<file path="config.mk">
export PLATFORM = sky130hd
export DESIGN_NAME = knob_soft_takeover_top
export DESIGN_NICKNAME = d
export VERILOG_FILES = /design/src/hdl/kst_pkg.sv /design/src/hdl/kst_in_stage.sv /design/src/hdl/kst_engine.sv /design/src/hdl/kst_out_stage.sv /design/src/hdl/knob_soft_takeover_top.sv
export SDC_FILE = /design/constraint.sdc
export NUM_CORES = 1
export LEC_CHECK = 0
export BUFFER_PORTS_ARGS = -buffer_cell sky130_fd_sc_hd__buf_2
export CAP_MARGIN = 20
export CORE_ASPECT_RATIO = 1.25
export CORE_MARGIN = 2
export CORE_UTILIZATION = 63
export CTS_CLUSTER_SIZE = 30
export DETAILED_ROUTE_END_ITERATION = 7
export GPL_ROUTABILITY_DRIVEN = 1
export PLACE_DENSITY = 0.94
export SYNTH_ARGS = -nofsm -noshare
export SYNTH_HDL_FRONTEND = slang
export SYNTH_SLANG_ARGS = --single-unit
export TNS_END_PERCENT = 5
</file>
<file path="constraint.sdc">
create_clock -name clk -period 8.3 [get_ports clk]
set_input_delay 1.66 -clock clk [delete_from_list [all_inputs] [get_ports clk]]
set_output_delay 1.66 -clock clk [all_outputs]
set_load 0.05 [all_outputs]
</file>
<file path="src/hdl/kst_pkg.sv">
`timescale 1ns / 1ps

package kst_pkg;

  localparam int SampleBits = 12;
  localparam logic [SampleBits-1:0] MatchWindowReset = SampleBits'(41);

  typedef logic [SampleBits-1:0] sample_t;

  typedef enum logic [2:0] {
    SEL_NONE   = 3'd0,
    SEL_LIGHT  = 3'd1,
    SEL_SPEED  = 3'd2,
    SEL_OFFSET = 3'd3,
    SEL_WIDTH  = 3'd4
  } mode_t;

  typedef struct packed {
    sample_t pot_sample;
    logic    switch_light;
    logic    switch_speed;
    logic    switch_offset;
    logic    switch_width;
  } in_item_t;

  typedef struct packed {
    logic       led_left;
    logic       led_right;
    logic [2:0] active_mode;
    logic       is_aligned;
    sample_t    light_out;
    sample_t    speed_out;
    sample_t    offset_out;
    sample_t    width_out;
  } out_item_t;

  // handshake between the input register and the update stage
  typedef struct packed {
    logic valid;
    logic advance;
  } stage_ctl_t;

endpackage

</file>
<file path="src/hdl/kst_in_stage.sv">
`timescale 1ns / 1ps

module kst_in_stage (
  input  logic               clk,
  input  logic               rst_n,
  input  logic               in_valid,
  output logic               in_stall,
  input  kst_pkg::in_item_t  in_data,
  input  logic               out_busy,
  output kst_pkg::stage_ctl_t ctl,
  output kst_pkg::in_item_t  item
);
  import kst_pkg::*;

  logic     vld_r, vld_nxt;
  in_item_t item_r;
  logic     adv;
  logic     take;

  // the held beat moves on whenever the result register can take it
  assign adv      = vld_r && !out_busy;
  assign in_stall = vld_r && out_busy;
  assign take     = in_valid && !in_stall;

  always_comb begin
    vld_nxt = vld_r;
    if (take) begin
      vld_nxt = 1'b1;
    end else if (adv) begin
      vld_nxt = 1'b0;
    end
  end

  always_ff @(posedge clk) begin
    if (!rst_n) begin
      vld_r <= 1'b0;
    end else begin
      vld_r <= vld_nxt;
    end
  end

  always_ff @(posedge clk) begin
    if (take) begin
      item_r <= in_data;
    end
  end

  assign ctl.valid   = vld_r;
  assign ctl.advance = adv;
  assign item        = item_r;

endmodule

</file>
<file path="src/hdl/kst_engine.sv">
`timescale 1ns / 1ps

module kst_engine (
  input  logic                clk,
  input  logic                rst_n,
  input  kst_pkg::stage_ctl_t ctl,
  input  kst_pkg::in_item_t   item,
  input  kst_pkg::sample_t    match_window,
  output kst_pkg::out_item_t  result
);
  import kst_pkg::*;

  mode_t   last_mode_r, last_mode_nxt;
  logic    aligned_r, aligned_nxt;
  logic    led_left_r, led_left_nxt;
  logic    led_right_r, led_right_nxt;
  sample_t light_r, light_nxt;
  sample_t speed_r, speed_nxt;
  sample_t offset_r, offset_nxt;
  sample_t width_r, width_nxt;

  mode_t   mode;
  logic    aligned_cur;
  sample_t cur;
  sample_t gap;

  always_comb begin
    if (item.switch_light) begin
      mode = SEL_LIGHT;
    end else if (item.switch_speed) begin
      mode = SEL_SPEED;
    end else if (item.switch_offset) begin
      mode = SEL_OFFSET;
    end else if (item.switch_width) begin
      mode = SEL_WIDTH;
    end else begin
      mode = SEL_NONE;
    end
  end

  // a new selection drops the pickup
  assign aligned_cur = (mode == last_mode_r) ? aligned_r : 1'b0;

  always_comb begin
    case (mode)
      SEL_LIGHT:  cur = light_r;
      SEL_SPEED:  cur = speed_r;
      SEL_OFFSET: cur = offset_r;
      SEL_WIDTH:  cur = width_r;
      default:    cur = '0;
    endcase
  end

  assign gap = (item.pot_sample >= cur) ? (item.pot_sample - cur) : (cur - item.pot_sample);

  always_comb begin
    last_mode_nxt = mode;
    aligned_nxt   = aligned_cur;
    led_left_nxt  = led_left_r;
    led_right_nxt = led_right_r;
    light_nxt     = light_r;
    speed_nxt     = speed_r;
    offset_nxt    = offset_r;
    width_nxt     = width_r;
    if (mode == SEL_NONE) begin
      led_left_nxt  = 1'b0;
      led_right_nxt = 1'b0;
    end else if (aligned_cur) begin
      // knob drives the selected level, leds hold
      case (mode)
        SEL_LIGHT:  light_nxt  = item.pot_sample;
        SEL_SPEED:  speed_nxt  = item.pot_sample;
        SEL_OFFSET: offset_nxt = item.pot_sample;
        SEL_WIDTH:  width_nxt  = item.pot_sample;
        default:    light_nxt  = light_r;
      endcase
    end else if (gap < match_window) begin
      led_left_nxt  = 1'b1;
      led_right_nxt = 1'b1;
      aligned_nxt   = 1'b1;
    end else if (item.pot_sample > cur) begin
      led_left_nxt  = 1'b1;
      led_right_nxt = 1'b0;
    end else begin
      led_left_nxt  = 1'b0;
      led_right_nxt = 1'b1;
    end
  end

  always_ff @(posedge clk) begin
    if (!rst_n) begin
      last_mode_r <= SEL_NONE;
      aligned_r   <= 1'b0;
      led_left_r  <= 1'b0;
      led_right_r <= 1'b0;
      light_r     <= '0;
      speed_r     <= '0;
      offset_r    <= '0;
      width_r     <= '0;
    end else if (ctl.advance) begin
      last_mode_r <= last_mode_nxt;
      aligned_r   <= aligned_nxt;
      led_left_r  <= led_left_nxt;
      led_right_r <= led_right_nxt;
      light_r     <= light_nxt;
      speed_r     <= speed_nxt;
      offset_r    <= offset_nxt;
      width_r     <= width_nxt;
    end
  end

  assign result.led_left    = led_left_nxt;
  assign result.led_right   = led_right_nxt;
  assign result.active_mode = last_mode_nxt;
  assign result.is_aligned  = aligned_nxt;
  assign result.light_out   = light_nxt;
  assign result.speed_out   = speed_nxt;
  assign result.offset_out  = offset_nxt;
  assign result.width_out   = width_nxt;

  a_none_not_aligned: assert property (@(posedge clk) disable iff (!rst_n)
    (last_mode_r == SEL_NONE) |-> !aligned_r)
    else $error("aligned with no selection");

  a_pickup_lights_both: assert property (@(posedge clk) disable iff (!rst_n)
    ($past(rst_n) && $rose(aligned_r)) |-> (led_left_r && led_right_r))
    else $error("pickup without both leds");

  a_light_written_aligned: assert property (@(posedge clk) disable iff (!rst_n)
    ($past(rst_n) && !$stable(light_r)) |-> ($past(aligned_r) && aligned_r))
    else $error("light level written while not aligned");

  a_advance_needs_beat: assert property (@(posedge clk) disable iff (!rst_n)
    ctl.advance |-> ctl.valid)
    else $error("update without a held beat");

endmodule

</file>
<file path="src/hdl/kst_out_stage.sv">
`timescale 1ns / 1ps

module kst_out_stage (
  input  logic                clk,
  input  logic                rst_n,
  input  kst_pkg::stage_ctl_t ctl,
  input  kst_pkg::out_item_t  result,
  output logic                out_busy,
  output logic                out_valid,
  input  logic                out_stall,
  output kst_pkg::out_item_t  out_data
);
  import kst_pkg::*;

  logic      vld_r, vld_nxt;
  out_item_t data_r;

  assign out_busy = vld_r && out_stall;

  always_comb begin
    vld_nxt = vld_r;
    if (ctl.advance) begin
      vld_nxt = 1'b1;
    end else if (!out_stall) begin
      vld_nxt = 1'b0;
    end
  end

  always_ff @(posedge clk) begin
    if (!rst_n) begin
      vld_r <= 1'b0;
    end else begin
      vld_r <= vld_nxt;
    end
  end

  always_ff @(posedge clk) begin
    if (ctl.advance) begin
      data_r <= result;
    end
  end

  assign out_valid = vld_r;
  assign out_data  = data_r;

endmodule

</file>
<file path="src/hdl/knob_soft_takeover_top.sv">
`timescale 1ns / 1ps

// Soft-takeover for one 12-bit knob shared by four stored levels (light, speed,
// offset, width). Each input beat is one sample; the highest-priority set switch
// selects the level. Until the knob comes closer than match_window counts to the
// stored level, the leds show which way to turn; once caught, the knob writes
// the level on every following beat of that selection. Every beat yields one
// result beat with the levels as they stand after that sample. A beat passes
// through the input register and the update into the result register; a beat
// can enter every cycle unless the output stalls. Level and pickup state live in
// one register stage, so back-to-back samples of the same knob need no forwarding.
// match_window resets to 41 and should only be written while no beat is in flight.
module knob_soft_takeover_top (
  input  logic               clk,
  input  logic               rst_n,
  input  logic               in_valid,
  output logic               in_stall,
  input  kst_pkg::in_item_t  in_data,
  output logic               out_valid,
  input  logic               out_stall,
  output kst_pkg::out_item_t out_data,
  input  logic               cfg_we,
  input  kst_pkg::sample_t   cfg_wdata
);
  import kst_pkg::*;

  sample_t    match_window_r;
  stage_ctl_t ctl;
  in_item_t   item;
  out_item_t  result;
  logic       out_busy;

  always_ff @(posedge clk) begin
    if (!rst_n) begin
      match_window_r <= MatchWindowReset;
    end else if (cfg_we) begin
      match_window_r <= cfg_wdata;
    end
  end

  kst_in_stage u_in (
    .clk      (clk),
    .rst_n    (rst_n),
    .in_valid (in_valid),
    .in_stall (in_stall),
    .in_data  (in_data),
    .out_busy (out_busy),
    .ctl      (ctl),
    .item     (item)
  );

  kst_engine u_engine (
    .clk          (clk),
    .rst_n        (rst_n),
    .ctl          (ctl),
    .item         (item),
    .match_window (match_window_r),
    .result       (result)
  );

  kst_out_stage u_out (
    .clk       (clk),
    .rst_n     (rst_n),
    .ctl       (ctl),
    .result    (result),
    .out_busy  (out_busy),
    .out_valid (out_valid),
    .out_stall (out_stall),
    .out_data  (out_data)
  );

endmodule

</file>
### After elaboration in Yosys (flattened, before gate mapping)

Cells that the tools add are included.
Widths: inputs -> output; s select.

* bits of input ports: 33
* register bits: 138
* word-level logic and storage cells: 77
* output and inout bits: 56

* equality and inequality tests: 6
* add/subtract/negate cells: 2
* $lt $le $gt $ge: 3
* muxes and demuxes: 34
* reduce and logical (&&, ||, !) cells: 8

Operator list (count)
* $mux 12: 13
* $pmux 12 s4: 1
* $sub 12x12->12: 2
* $mux 1: 16
* $ge 12x12->1: 1
* $gt 12x12->1: 1
* $lt 12x12->1: 1
* $mux 3: 4
* $eq 3x2->1 const B: 2
* $logic_and 1x1->1: 4
* $eq 3x1->1 const B: 1
* $eq 3x3->1: 1
* $eq 3x3->1 const B: 1
* $logic_not 3->1: 1
* $logic_not 1->1: 2
* $ne 2x1->1 const B: 1
* $reduce_bool 2->1: 1

### Depth between registers and ports, before layout

* depth in word-level cells: 12
* depth in mapped cells: 25
* gate-level depth less buffers: 22

### Modules after synthesis

From an unflattened synthesis, not the netlist that was laid out.

* cell total of the unflattened synthesis: 664
* area total of the unflattened synthesis: 7148.1 um^2

Modules (own cells, without submodules)
* kst_engine: area an instance 4501.8 um^2, cells each 546, seq. area each 1081.0 um^2, instances 1
* kst_out_stage: area an instance 1657.8 um^2, cells each 57, seq. area each 1641.6 um^2, instances 1
* kst_in_stage: area an instance 545.5 um^2, cells each 23, seq. area each 500.5 um^2, instances 1
* knob_soft_takeover_top: area an instance 442.9 um^2, cells each 38, seq. area each 240.2 um^2, instances 1

### Worst setup path before layout

OpenSTA, ideal clock, no wires.

* path kind: register -> register
* from: register u_in.item_r, in the netlist u_in.item[1]
* to: register u_out.data_r, in the netlist u_out.out_data[52], data pin
* cell stages (with the launch flop): 23
* period minus slack after synthesis: 4991 ps
* arrival time: 4861 ps
* data required time: 8170 ps
* path buffers: 3
* setup time: 130 ps
* slack: 3309 ps
* path through: edfxtp_1 -> buf_6 -> nor4b_4 -> clkbuf_1 -> a221oi_1 -> inv_1 -> ha_1 -> inv_1 -> fa_1 -> a211oi_1 -> o211ai_1 -> a221oi_1 -> nor2b_1 -> buf_4 -> mux2i_1 -> xnor2_1 -> ha_1 -> a211o_1 -> a31o_2 -> a221oi_1 -> o21ai_0 -> nand2_1 -> o221a_2

RTL lines
* start, declared: RTL line kst_in_stage.sv:16 `in_item_t item_r;`
* start signal, assigned: RTL line kst_in_stage.sv:44 `item_r <= in_data;`
* end signal, assigned: RTL line kst_out_stage.sv:39 `data_r <= result;`
* end, declared: RTL line kst_out_stage.sv:16 `out_item_t data_r;`

==> metrics.txt <==
post-route clock period utilization 78.7%; status completed; Min-Delay Endpoint u_engine.width_r[2]; Buf/Inv on CP 3; crit path launch type register; All-Layer GR Usage 28.3%; Final Hold Viols 0; Primary FF master, synth edfxtp_1; CTS tree done; fin crit period between 6 and 7 ns; maximum clock path buffer count 2; DRC Markers 0; number of gates resized after cts 0; delay of the slowest critical-path stage around 0.94 ns; WL final around 17 mm; DP HPWL roughly 12 mm; post-cts hold buffer count 0; Antenna Cells 0; Vias/cell ~6.0; antenna-violating nets left 0; Post-CTS Setup Bufs 0; Area Growth Syn to Fin 15.4%; Post-synth EDFFs 70; crit path max-delay cell type nor4b_4; NumNets Final ~850; pin count of the biggest net entering global routing ~80; share of post-route cells with drive strength above 1 between 20% and 30%; Boundary Pins between 80 and 90; clk slew on worst S/H paths 0.06 ns; Die X about 100 um; latest clock arrival within the worst-skew pair 0.42 ns; fin. max-slew vios 0; clock sinks between 100 and 150; cells after synthesis approximately 710; CP Capture Type register; routed len/inst around 18 um; first-pass GRT wire length between 20 and 30 mm; Yosys warning total 0; Max Cap Viol 0; power per cell area 206 nW/um^2; R2R Setup Slk 1.76 ns; Critical Path RT 8.59 ns; GP Congestion about 0.90; delay-heaviest family, CP compound AO/OA/AOI/OAI gates; crit path DAT around 7 ns; routed vias about 5.5k; final core occ between 70% and 80%; Die Y 123 um; worst IR drop on VDD 0.133 mV; placed instance count between 800 and 900; hold crit path type reg2reg; Leakage around 3.6 nW; critical path fanouts, max 30; max_slew headroom a little over a third; # rows 43; initial antenna violation count 0; # setup viols final 0; Min-Delay Path Depth 2; vias in the first global route between 5k and 6k; worst hold start u_engine.width_r[2]; r2r endpoint u_out.out_data[52]; Avg Cell Area, Syn 10.1 um^2; commonest non-fill, non-tap cell in the layout nand2_1; Initial Util 64.5%; Setup CP Type reg2reg; CP cell instances nor4b_4, a221oi_1, inv_1, ha_1, inv_1, fa_1, a211oi_1, o211ai_1, a221oi_1, nor2b_1, buf_6, mux2i_1, xnor2_1, ha_1, a211o_1, a31o_2, a221oi_1, o21ai_0, nand2_1, o221a_2; Fillers approximately 780; most used cell along the critical path a221oi_1; post-synthesis async set-or-reset flop share 0%; RSZ-0062 raised after global routing false; 1st-iter DRT viols approximately 560; Yosys cell types just over 50; Crit Reg-Reg Startpoint u_in.item[2]; GRT overflow 0; CTS root buf clkbuf_16; IO Port Bufs between 80 and 90; Syn Std Cell Area between 7000 and 8000 um^2; fmax 153 MHz; Setup Skew around 0.0067 ns; Least-Margin Pin Slew just under 1 ns; H-tree lvl count 4; Final Cell Area 8240 um^2; setup TNS 0 ns; placed inst area between 7000 and 8000 um^2; CORE AREA 11100 um^2; Synth Register Bits 138; Finished Layout Cells between 900 and 1k; total die area roughly 12000 um^2; post-synthesis sequential area ratio 48.5%; Final Total Pwr 1.70 mW; most frequent cells in the layout nand2_1, buf_2, edfxtp_1, dfxtp_1, mux2i_1; CTS buffer count 17; R2R depth 20; Pre-Repair DR Iteration Count 5; Syn Nets slightly below 800
## cells in the mapped netlist, drive strengths merged (11+ instances only)
| cell type | number | area [um^2] |
|---|---|---|
| a21boi | 14 | 105 |
| a21oi | 28 | 140 |
| nand2 | 118 | 443 |
| o21ai | 39 | 195 |
| dfxtp | 68 | 1360 |
| mux2i | 56 | 561 |
| clkbuf | 26 | 97.6 |
| mux2 | 27 | 304 |
| a221oi | 15 | 131 |
| ha | 34 | 425 |
| nor2 | 40 | 150 |
| nor2b | 28 | 183 |
| a21o | 11 | 82.6 |
| buf | 16 | 91.3 |
| edfxtp | 70 | 2100 |
| inv | 39 | 146 |
## cell families after synthesis
| group | Yosys count | synth area share (%) |
|---|---|---|
| XOR/XNOR | 11 | 1.35 |
| adder cells (fa/ha/maj) | 36 | 6.52 |
| buffers and inverters | 82 | 4.75 |
| AND/OR/NAND/NOR | 221 | 14.2 |
| AO/OA/AOI/OAI | 135 | 12.6 |
| multiplexers | 83 | 12.1 |
| flip-flops | 138 | 48.5 |
## worst max-delay path by stage
stage                                     to    startpoint  slack, ns  cells past startpoint
after floorplan           u_out.out_data[52]  u_in.item[1]       3.31                     22
after global placement    u_out.out_data[52]  u_in.item[3]       1.84                     19
after detailed placement  u_out.out_data[52]  u_in.item[3]       1.51                     19
after CTS                 u_out.out_data[52]  u_in.item[3]       1.44                     19
after global routing      u_out.out_data[53]  u_in.item[2]       1.37                     20
final                     u_out.out_data[52]  u_in.item[2]       1.76                     20
## registers in the layout, indices dropped and copies added (netlist names)
| register | flops |
|---|---|
| u_engine.led_right_r | 1 |
| u_engine.led_left_r | 1 |
| u_in.vld_r | 1 |
| u_out.out_data | 54 |
| u_engine.speed_r | 12 |
| u_in.item | 16 |
| u_out.out_valid | 1 |
| u_engine.light_r | 12 |
| match_window_r | 12 |
| u_engine.offset_r | 12 |
| u_engine.last_mode_r | 3 |
| u_engine.width_r | 12 |
| u_engine.aligned_r | 1 |
## power by group
group	internal, mW	switching (mW)
Sequential	0.737	0.0188
Clock	0.457	0.307
Combinational	0.0631	0.112
Total	1.26	0.438
## cell type report
| cell class | instances | area, um^2 | area share [%] |
|---|---|---|---|
| timing repair buffer | 93 | 514 | 6.24 |
| clock inverter | 14 | 164 | 1.99 |
| inverter | 40 | 150 | 1.82 |
| clock buffer | 18 | 439 | 5.33 |
| multi-input combinational | 486 | 3340 | 40.5 |
| sequential | 138 | 3460 | 42.0 |
| tap | 135 | 169 | 2.05 |
## metrics by stage
stage | setup WS (ns) | hold WS [ns]
finish | 1.76 | 0.485
global placement | 1.84 | 0.464
detailed placement | 1.51 | 0.478
floorplan | 3.31 | 0.441
CTS | 1.44 | 0.486
global route | 1.37 | 0.497
## per-layer routing
| layer | vias to the layer above | global-route usage, % | routed length, um |
|---|---|---|---|
| met5 | - | 0 | 0 |
| met4 | 0 | 12.8 | 538 |
| met3 | 52 | 5.48 | 970 |
| met2 | 242 | 48.4 | 8590 |
| met1 | 2617 | 34.8 | 6980 |
| li1 | 2607 | - | - |
## worst reg2reg max path, delay by kind of cell, from the launching register on
| family | cells | cell delay [ns] |
|---|---|---|
| AOI/OAI and AO/OA | 9 | 2.32 |
| and+or+nand+nor | 3 | 1.66 |
| adders and majority gates | 3 | 0.86 |
| DFF | 1 | 0.77 |
| buffers and inverters | 3 | 0.42 |
| muxes | 1 | 0.23 |
| xor gates and xnor gates | 1 | 0.16 |
Note: power is estimated with default switching activity, not from simulation.
